[config.mk]
export PLATFORM = sky130hd
export DESIGN_NAME = spk_cell
export DESIGN_NICKNAME = d
export VERILOG_FILES = /design/src/hw/rtl/spk_pkg.sv /design/src/hw/rtl/spk_cell.sv
export SDC_FILE = /design/constraint.sdc
export NUM_CORES = 1
export LEC_CHECK = 0
export ABC_CLOCK_PERIOD_IN_PS = 800
export BUFFER_PORTS_ARGS = -buffer_cell sky130_fd_sc_hd__buf_2
export CORE_AREA = 3 3 308 310
export DETAILED_ROUTE_END_ITERATION = 10
export DIE_AREA = 0 0 311 313
export GPL_TIMING_DRIVEN = 1
export MAX_ROUTING_LAYER = met4
export PLACE_DENSITY_LB_ADDON = 0.08
export REMOVE_ABC_BUFFERS = 1
export SYNTH_ARGS = -nofsm -noshare
export SYNTH_HDL_FRONTEND = slang
export SYNTH_SLANG_ARGS = --single-unit
[constraint.sdc]
create_clock -name clk -period 0.8 [get_ports clk]
set_input_delay 0.12 -clock clk [delete_from_list [all_inputs] [get_ports clk]]
set_output_delay 0.12 -clock clk [all_outputs]
set_load 0.03 [all_outputs]
[src/hw/rtl/spk_pkg.sv]
// Shared types, constants and rotate helpers for the Speck128/256 engine.
// No dependencies; imported by the round cell, the top level and the checker.
package spk_pkg;

	localparam int CELLS = 34;            // one cell per cipher round
	localparam int LATENCY = CELLS;       // one register per cell between accepted word and result strobe
	localparam int WORD_W = 64;
	localparam int RND_W = 6;
	localparam int ADDR_W = 6;

	// Register indexes, taken from paddr[5:3].
	localparam logic [2:0] REG_KEY0 = 3'd0;
	localparam logic [2:0] REG_KEY1 = 3'd1;
	localparam logic [2:0] REG_KEY2 = 3'd2;
	localparam logic [2:0] REG_KEY3 = 3'd3;
	localparam logic [2:0] REG_ROUNDS = 3'd4;

	localparam logic [RND_W-1:0] ROUNDS_RESET = 6'd34;

	typedef struct packed {
		logic              valid;
		logic [WORD_W-1:0] x;
		logic [WORD_W-1:0] y;
	} data_t;

	typedef struct packed {
		logic [WORD_W-1:0] k;
		logic [WORD_W-1:0] l0;
		logic [WORD_W-1:0] l1;
		logic [WORD_W-1:0] l2;
	} key_t;

	function automatic logic [WORD_W-1:0] rotr8(input logic [WORD_W-1:0] v);
		return {v[7:0], v[WORD_W-1:8]};
	endfunction

	function automatic logic [WORD_W-1:0] rotl3(input logic [WORD_W-1:0] v);
		return {v[WORD_W-4:0], v[WORD_W-1:WORD_W-3]};
	endfunction

endpackage

[src/hw/rtl/spk_cell.sv]
// One Speck round cell: applies a round to the passing word and steps the key schedule.
// Depends on spk_pkg for the data and key structs and the rotate helpers.
module spk_cell import spk_pkg::*; (
	input  logic             clk,
	input  logic             arst_n,
	input  logic [RND_W-1:0] idx,
	input  logic [RND_W-1:0] rounds,
	input  data_t            data_i,
	input  key_t             key_i,
	output data_t            data_o,
	output key_t             key_o
);

	logic              apply;
	logic [WORD_W-1:0] x_rnd;
	logic [WORD_W-1:0] y_rnd;
	logic [WORD_W-1:0] mid;
	logic              valid_q;
	logic [WORD_W-1:0] x_s1;
	logic [WORD_W-1:0] y_s1;
	key_t              key_s1;

	// Rounds beyond the configured count leave the word untouched; a count above the
	// number of cells simply enables every cell.
	assign apply = (rounds > idx);

	always_comb begin
		x_rnd = (rotr8(data_i.x) + data_i.y) ^ key_i.k;
		y_rnd = rotl3(data_i.y) ^ x_rnd;
		mid   = (rotr8(key_i.l0) + key_i.k) ^ {{(WORD_W-RND_W){1'b0}}, idx};
	end

	always_ff @(posedge clk or negedge arst_n) begin
		if (!arst_n) begin
			valid_q <= 1'b0;
		end else begin
			valid_q <= data_i.valid;
		end
	end

	// The key state runs freely alongside the data, so each word meets the round key
	// that was launched from the key registers in the same cycle as the word itself.
	always_ff @(posedge clk) begin
		x_s1      <= apply ? x_rnd : data_i.x;
		y_s1      <= apply ? y_rnd : data_i.y;
		key_s1.k  <= mid ^ rotl3(key_i.k);
		key_s1.l0 <= key_i.l1;
		key_s1.l1 <= key_i.l2;
		key_s1.l2 <= mid;
	end

	assign data_o = '{valid: valid_q, x: x_s1, y: y_s1};
	assign key_o  = key_s1;

endmodule

# Yosys cells after proc, flatten, opt, wreduce, memory -nomap -nowiden
# Cells that the tools add are included.
[word_totals]
in_bits = 399
word_cells = 16
reg_bits = 385
[classes]
order_cmp = 1
muxes = 2
n_addsub = 2
bitwise = 4
[op_table]
columns = ["cell", "count"]
rows = [
  ["64-bit XOR", 3],
  ["64-bit adder", 2],
  ["64-bit two-way mux", 2],
  ["64-bit by 6-bit XOR with 64-bit output", 1],
  ["6-bit > comparator", 1],
]

# Depth between registers and ports, before layout
# Gate-level depths: netlist of run 1.
[logic_depth]
word_depth = 4
ltp_mapped = 13
depth_no_buf = 13

# Worst setup path before layout of run 1
# OpenSTA, ideal clock, no wires.
[synth_path]
path_type = "in2reg"
startpoint = "in data_i[0] in the netlist's numbering"
endpoint = "reg y_s1[56]"
path_buffers = 0
arrival_ns = 2.971
required_ns = 0.713
slack_ns = -2.258
cell_stages = 13
path_cell_list = "ha_1 -> inv_1 -> fa_1 -> nor2b_4 -> o2111ai_2 -> and4b_2 -> o31ai_1 -> a22o_1 -> or2_1 -> a211o_1 -> mux2_1 -> and3_1 -> o31ai_1"
[synth_between]
elab_chain_len = 4
[synth_lines]
columns = ["element", "line", "text"]
rows = [
  ["from (decl)", "spk_cell.sv:8", "input data_t data_i,"],
  ["64-bit adder", "spk_cell.sv:28", "x_rnd = (rotr8(data_i.x) + data_i.y) ^ key_i.k;"],
  ["64-bit XOR", "spk_cell.sv:28", ""],
  ["64-bit XOR", "spk_cell.sv:29", "y_rnd = rotl3(data_i.y) ^ x_rnd;"],
  ["64-bit two-way mux", "spk_cell.sv:45", "y_s1 <= apply ? y_rnd : data_i.y;"],
  ["to (signal assigned)", "spk_cell.sv:45", ""],
  ["to (decl)", "spk_cell.sv:20", "logic [WORD_W-1:0] y_s1;"],
]
# Every way passes these cells.

# Final worst setup path of run 1
[layout_path]
startpoint = "in key_i[196] in the netlist's numbering"
endpoint = "reg key_s1, in the netlist key_o[245]"
[layout_between]
elab_chain_len = 3
[layout_lines]
columns = ["element", "line", "text"]
rows = [
  ["from (decl)", "spk_cell.sv:9", "input key_t key_i,"],
  ["64-bit adder", "spk_cell.sv:30", "mid = (rotr8(key_i.l0) + key_i.k) ^ {{(WORD_W-RND_W){1'b0}}, idx};"],
  ["64-bit by 6-bit XOR with 64-bit output", "spk_cell.sv:30", ""],
  ["via mid[53]", "spk_cell.sv:17", "logic [WORD_W-1:0] mid;"],
  ["64-bit XOR", "spk_cell.sv:46", "key_s1.k <= mid ^ rotl3(key_i.k);"],
  ["to (decl)", "spk_cell.sv:21", "key_t key_s1;"],
]
# The timed path passes the listed nets, and every way through them passes these cells.

==> out/results.tsv, run 1 <==
stage	metric	value	unit
critical_path	CP endpoint kind	flip-flop	
drt	drt pass-1 iters	5	
drt	DR WL met2	56600	µm
timing	Period Utilization, post-route	320	%
drt	drt drc	0	
timing	# setup viols final	636	
hold_path	Min-Delay Path Class	in2reg	
run_status	failing checks	negative hold slack, negative setup slack	
die	row count	111	
critical_path	crit path max fanout	3	
drt	DR WL met3	4780	µm
die	Placeable Area	91900	µm²
run	maxcap violations	0	
timing	worst slew pin tran	0.541	ns
logic_synthesis	EDFF count, synth	0	
die	die width	311	µm
die	Die ar.	97300	µm²
drt	Highest Signal Layer	met4	
hold_path	worst hold stages	4	
critical_path	Worst path slowest cell	o31a_1	
logic_synthesis	register area share after synthesis	41.1	%
global_route	GR Overflow Total	0	
die	Die Y	313	µm
place	Placer Congestion	0.901	
logic_synthesis	Synth Flop Type	dfxtp_1	
logic_synthesis	yosys warns	0	
timing	RSZ-0062 raised after global routing	true	
clocking	Post-CTS Hold Buffers	325	
clocking	CTS sink count	385	
timing	Rel. slew slack	63.7	%
run_status	outcome	finished with violations	
drt	initial DRC count	889	
layout	Multi-input gate area	13800	µm²
die	initial core utilization	20.4	%
layout	layout cells sized above 1	53.1	%
layout	Layout area overhead	108	%
place	PortBufs	783	
hold_path	hold path start	key_i[134]	
timing	Hold Vio Cnt, Final	1	
critical_path	kind of critical path	in2reg	
timing	Slew Limit Fails	0	
layout	commonest non-fill, non-tap cell in the layout	buf_2	
layout	most frequent cells in the layout	buf_2, buf_4, dfxtp_1	
drt	final WL	106000	µm
place	dpl hpwl	87400	µm
critical_path	worst path required time	1.34	ns
drt	Avg WL per Cell	20.6	µm
global_route	first-pass GRT wire length	154000	µm
logic_synthesis	Mean Syn Cell Area	9.53	µm²
logic_synthesis	Mapped Cells	1966	
drt	Routed Antenna Nets	0	
critical_path	slowest stage delay, CP	0.36	ns
global_route	largest net degree at the start of global routing	25	
power_and_ir_drop	power per cell area	2190	nW/µm²
critical_path	CP startpoint kind	input pin	
clocking	CTS tree	built	
timing	fin crit period	2.56	ns
logic_synthesis	post-synth cell types	75	
drt	via/cell ratio	4.22	
logic_synthesis	ys async rst share	0.260	%
global_route	GRT Util Overall	21.6	%
layout	Total Nets Final	4415	
global_route	vias in the first global route	23300	
global_route	initial antenna violation count	13	
die	I/O pin count	784	
timing	setup ws final	-1.76	ns
timing	Setup TNS Final	-481.09	ns
hold_path	Min-Delay Endpoint	key_o[62]$_DFF_P_	
power_and_ir_drop	Power Total	85500	µW
power_and_ir_drop	peak supply drop	1.72	mV
drt	M1 WL	43400	µm
clocking	H-tree Lvls	2	
logic_synthesis	Post-Synthesis Cell Area	18700	µm²
critical_path	crit-path cells	buf_8, ha_4, o211ai_1, o211a_4, o31ai_4, a221o_2, a211oi_4, o31a_1, o31a_1, buf_6, o21ai_4, buf_6, xor2_2, xor2_1	
timing	WHS	-0.0105	ns
logic_synthesis	Yosys reg bits	385	
timing	fmax	390	MHz
critical_path	crit path DAT	3.10	ns
clocking	Worst-path clk slew	0.06	ns
layout	fillers	9185	
drt	DR vias	21800	
clocking	root buf cell	clkbuf_16	
clocking	total CTS buffers	49	
layout	Reg area	7710	µm²
clocking	Longest Clk Path Bufs	3	
power_and_ir_drop	Leak	0.0186	µW
[worst max-delay path, delay by kind of cell]
| kind | cells | cell delay (ns) |
|---|---|---|
| AOI/OAI and AO/OA | 8 | 2.01 |
| xor gates and xnor gates | 2 | 0.32 |
| adders and majority gates | 1 | 0.26 |
| buffers and inverters | 3 | 0.37 |
[synthesized netlist by cell type, types with 5 or more instances]
master     count  area, µm²
a221o_1        6       60.1
xnor2_1      190       1660
o21a_1        14        105
a31o_2         6       52.6
o2111ai_1      5       43.8
mux2_2        39        439
o21ai_1        6       30.0
a211oi_1      10       75.1
a211o_1        8       70.1
dfxtp_1      384       7690
inv_1         33        124
nor4_1         7       43.8
ha_1         132       1650
clkbuf_1      71        267
a21o_1        92        691
nand2b_1      12       75.1
a31oi_1       18        113
xnor3_1        6        135
o21ai_0      143        716
a21oi_1      149        746
nor2_1        65        244
xor2_1       128       1120
nand4_1       36        225
nand2_1      191        717
and3_1        15       93.8
nor3_1        19       95.1
or3_1         10       62.6
o211ai_1       6       45.0
nand3_1       26        130
o211a_1        5       50.1
and2_1         8       50.1
o31ai_1       12       90.1
nor2b_1       13       81.3
o21bai_1      30        225
[where the power goes]
part	leakage (µW)	internal, µW	switching [µW]	total (µW)
Sequential	0.00325	22600	1220	23800
Clock	0.000869	15200	9340	24600
Combinational	0.0144	16400	20700	37100
Total	0.0186	54200	31300	85500
[sequential cells by signal, indices dropped and copies added (netlist names)]
signal   flops
key_o      256
x_s1        64
y_s1        64
valid_q      1
[final cells by class]
| cell class | instances | share of cell area [%] |
|---|---|---|
| Antenna cell | 7 | 0.0449 |
| Clock buffer | 63 | 3.48 |
| Clock inverter | 25 | 1.05 |
| Inverter | 33 | 0.324 |
| Multi-Input combinational cell | 1471 | 35.3 |
| Sequential cell | 385 | 19.8 |
| Tap cell | 1243 | 3.98 |
| Timing Repair Buffer | 1942 | 36.1 |
[per-stage QoR]
stage	area, µm²	setup WS [ns]	util, %	std cells
finish	39000	-1.76	42.5	5169
global placement	29900	-3.01	32.5	4696
global route	39000	-1.82	42.5	5169
CTS	38000	-1.72	41.4	5141
detailed placement	29900	-3.02	32.5	4696
floorplan	18500	-8.17	-	1889
[what timing repair did]
| item | 4_1_cts | 5_1_grt |
|---|---|---|
| setup buffers | 58 | 53 |
| gates cloned | 0 | 0 |
| pin swaps | 252 | 198 |
| endpoints found under the hold margin | 340 | 6 |
| endpoints found under the setup margin | 635 | 636 |
| resized for setup | 572 | 173 |
[how the worst max path moves through the flow]
| stage | to | slack [ns] | from | cells past startpoint |
|---|---|---|---|---|
| final | key_o[245]$_DFF_P_ | -1.76 | key_i[196] | 14 |
| after CTS | y_s1[62]$_DFF_P_ | -1.72 | data_i[72] | 14 |
| after floorplan | x_s1[0]$_DFF_P_ | -8.17 | idx[3] | 5 |
| after global routing | key_o[57]$_DFF_P_ | -1.82 | key_i[196] | 14 |
| after global placement | key_o[49]$_DFF_P_ | -3.01 | key_i[196] | 16 |
| after detailed placement | key_o[49]$_DFF_P_ | -3.02 | key_i[196] | 16 |
[routing by layer]
| layer | up-vias | GRT usage (%) |
|---|---|---|
| li1 | 10800 | - |
| met1 | 10400 | 24.3 |
| met2 | 552 | 40.4 |
| met3 | 92 | 3.86 |
| met4 | 0 | 3.43 |
| met5 | - | - |
[logic make-up after synthesis]
group / count (synthesis) / synth area share (%)
compound gates: 548 / 18.6
buf+inv: 110 / 2.23
flops: 385 / 41.1
mux: 42 / 2.51
fa+ha+maj: 134 / 9.02
xor+xnor: 328 / 16.1
simple gates: 419 / 10.4
Power figures use the tool's default switching activity.
==> inputs of run 2 (changes only) <==
--- a/config.mk
+++ b/config.mk
@@ -5,11 +5,11 @@
 export SDC_FILE = /design/constraint.sdc
 export NUM_CORES = 1
 export LEC_CHECK = 0
-export ABC_CLOCK_PERIOD_IN_PS = 800
+export ABC_CLOCK_PERIOD_IN_PS = 2800
 export BUFFER_PORTS_ARGS = -buffer_cell sky130_fd_sc_hd__buf_2
-export CORE_AREA = 3 3 308 310
+export CORE_AREA = 2 2 307 309
 export DETAILED_ROUTE_END_ITERATION = 10
-export DIE_AREA = 0 0 311 313
+export DIE_AREA = 0 0 309 311
 export GPL_TIMING_DRIVEN = 1
 export MAX_ROUTING_LAYER = met4
 export PLACE_DENSITY_LB_ADDON = 0.08
==> constraint.sdc (replaced) <==
create_clock -name clk -period 2.8 [get_ports clk]
set_input_delay 0.42 -clock clk [delete_from_list [all_inputs] [get_ports clk]]
set_output_delay 0.42 -clock clk [all_outputs]
set_load 0.03 [all_outputs]
==> run 2 against run 1 <==
The run ends with negative setup slack left. Combinational power shrank 75%. Die area shrank 1.3%. Routed wire length fell by 5.8%. Flip-flop and latch count unchanged. Largest cell class is now multi-input combinational cells.
==> out/results.tsv, run 2 (synthesis gave the netlist of run 1 again) <==
stage	metric	value	unit	change
hold_path	hold path start	data_i[127]		
drt	final WL	100000	µm	-5.8%
drt	drt pass-1 iters	5		unchanged
layout	commonest non-fill, non-tap cell in the layout	buf_2		
timing	setup ws final	-0.0208	ns	+1.74 ns
power_and_ir_drop	sequential power share	30.3	%	+2.4 points
power_and_ir_drop	Clk pwr share	29.0	%	+0.3 points
clocking	CTS sink count	385		unchanged
global_route	first-pass GRT wire length	141000	µm	-8.2%
drt	via/cell ratio	4.19		-0.76%
layout	Layout area overhead	78.0	%	
run_status	outcome	finished with violations		
die	die width	309	µm	-0.64%
place	dpl hpwl	85200	µm	-2.5%
global_route	GR Overflow Total	0		unchanged
die	row count	112		+0.90%
power_and_ir_drop	Int Power	14000	µW	-74%
layout	final non-filler cell total	4827		-6.6%
layout	max reg flops	256		unchanged
place	Placer Congestion	0.890		-1.3%
drt	Routed Antenna Nets	0		unchanged
timing	Hold Vio Cnt, Final	0		-1
global_route	vias in the first global route	21600		-7.6%
power_and_ir_drop	switching power summed over all nets	8330	µW	-73%
power_and_ir_drop	power per cell area	671	nW/µm²	-69%
layout	Total Nets Final	4060		-8.0%
die	I/O pin count	784		unchanged
run_status	failing checks	negative setup slack		
critical_path	kind of critical path	in2reg		
layout	layout cells sized above 1	48.7	%	-4.4 points
drt	initial DRC count	795		-11%
clocking	root buf cell	clkbuf_16		
drt	DR vias	20200		-7.3%
critical_path	CP startpoint	data_i[72]		
die	Die ar.	96100	µm²	-1.3%
critical_path	CP startpoint kind	input pin		
timing	fmax	355	MHz	
clocking	H-tree Lvls	2		unchanged
timing	Slew Limit Fails	0		unchanged
global_route	largest net degree at the start of global routing	43		+72%
timing	Rel. slew slack	59.9	%	-3.8 points
die	Placeable Area	92800	µm²	+0.90%
timing	Period Utilization, post-route	101	%	
critical_path	CP bufs+invs	2		-1
critical_path	crit-path leading delay family	compound AO/OA/AOI/OAI gates		
timing	RSZ-0062 raised after global routing	true		
power_and_ir_drop	Switching Fraction	37.2	%	+0.65 points
critical_path	slowest stage delay, CP	0.46	ns	+0.10 ns
hold_path	worst hold stages	3		-1
power_and_ir_drop	Power Total	22400	µW	-74%
die	Die Y	311	µm	-0.64%
drt	drt drc	0		unchanged
run	maxcap violations	0		unchanged
timing	Setup TNS Final	-0.0459	ns	+481.04 ns
clocking	Longest Clk Path Bufs	3		unchanged
global_route	initial antenna violation count	14		+1
critical_path	crit path DAT	3.37	ns	+0.27 ns
critical_path	Worst path slowest cell	or4_4		
timing	# setup viols final	3		-99.5%
timing	worst slew pin tran	0.597	ns	+0.0559 ns
die	initial core utilization	20.2	%	-0.18 points
critical_path	crit-path cells	buf_8, ha_4, inv_2, fa_2, nor2b_4, o2111ai_4, a31oi_4, or4_4, a311o_1, a31o_4, o31a_4, a21boi_4, xnor3_1, o21ai_1		
clocking	Worst-path clk slew	0.07	ns	about the same
place	PortBufs	783		unchanged
power_and_ir_drop	Leak	0.0161	µW	-13%
critical_path	CP endpoint kind	flip-flop		
critical_path	worst path required time	3.35	ns	+2.01 ns
power_and_ir_drop	Comb power frac	40.7	%	-2.7 points
timing	fin crit period	2.82	ns	
place	placed insts	4580		-2.5%
global_route	GRT Util Overall	20.5	%	-1.1 points
clocking	CTS tree	built		
critical_path	crit path max fanout	3		unchanged
critical_path	Crit. path cell count	14		unchanged
clocking	total CTS buffers	48		-2.0%
power_and_ir_drop	peak supply drop	0.409	mV	-76%
drt	Avg WL per Cell	20.8	µm	+0.93%
hold_path	Min-Delay Path Class	in2reg		
layout	most frequent cells in the layout	buf_2, buf_4, dfxtp_1		
[run 2: path summary, 6_finish.rpt]
path	to	slack [ns]
min in group asynchronous	valid_q$_DFF_PN0_	0.14
hold / removal	x_s1[63]$_DFF_P_	0.05
max in group asynchronous	valid_q$_DFF_PN0_	2.58
setup / recovery	y_s1[46]$_DFF_P_	-0.02
[run 2: tightest hold or removal path: cells and delay by family]
kind / cells / cell delay, ns
buffers and inverters: 1 / 0.11
and+or+nand+nor: 2 / 0.11
[run 2: cell type report]
| type | instances | area [µm²] |
|---|---|---|
| Fill cell | 9710 | 59400 |
| Clock buffer | 65 | 1310 |
| Clock inverter | 20 | 300 |
| Inverter | 33 | 124 |
| Antenna cell | 11 | 27.5 |
| Sequential cell | 385 | 7710 |
| Tap cell | 1254 | 1570 |
| Timing Repair Buffer | 1588 | 10500 |
| Multi-Input combinational cell | 1471 | 11800 |
[run 2: per-stage QoR]
stage	setup WS (ns)	hold slack, ns	utilization [%]	cell area [µm²]
after floorplan	-6.47	0.124	-	18500
after global placement	-1.25	0.195	31.2	28900
after detailed placement	-1.29	0.197	31.2	28900
after CTS	-0.0915	0.00296	35.2	32700
after global routing	-0.125	0.0322	36.0	33400
final	-0.0208	0.0472	36.0	33400
[run 2: power groups by stage]
stage | Clock (µW) | Combinational, µW | Sequential, µW
global route | 6900 | 9710 | 6870
floorplan | 0 | 2690 | 8820
global placement | 0 | 8620 | 6920
CTS | 6710 | 9010 | 6810
finish | 6480 | 9110 | 6790
detailed placement | 0 | 8600 | 6910
[run 2: layer usage]
metal	vias up	GRT usage (%)	routed length (µm)
li1	10100	-	-
met1	9476	22.8	40900
met2	553	37.6	52300
met3	96	3.73	5020
met4	0	4.57	2040
met5	-	-	0
[run 2: what timing repair did]
action	4_1_cts	5_1_grt
resized for setup	147	107
hold buffers	132	0
hold endpoints to repair	132	0
cloned	0	0
pin swaps	55	63
setup endpoints to repair	133	96
setup buffers	12	13
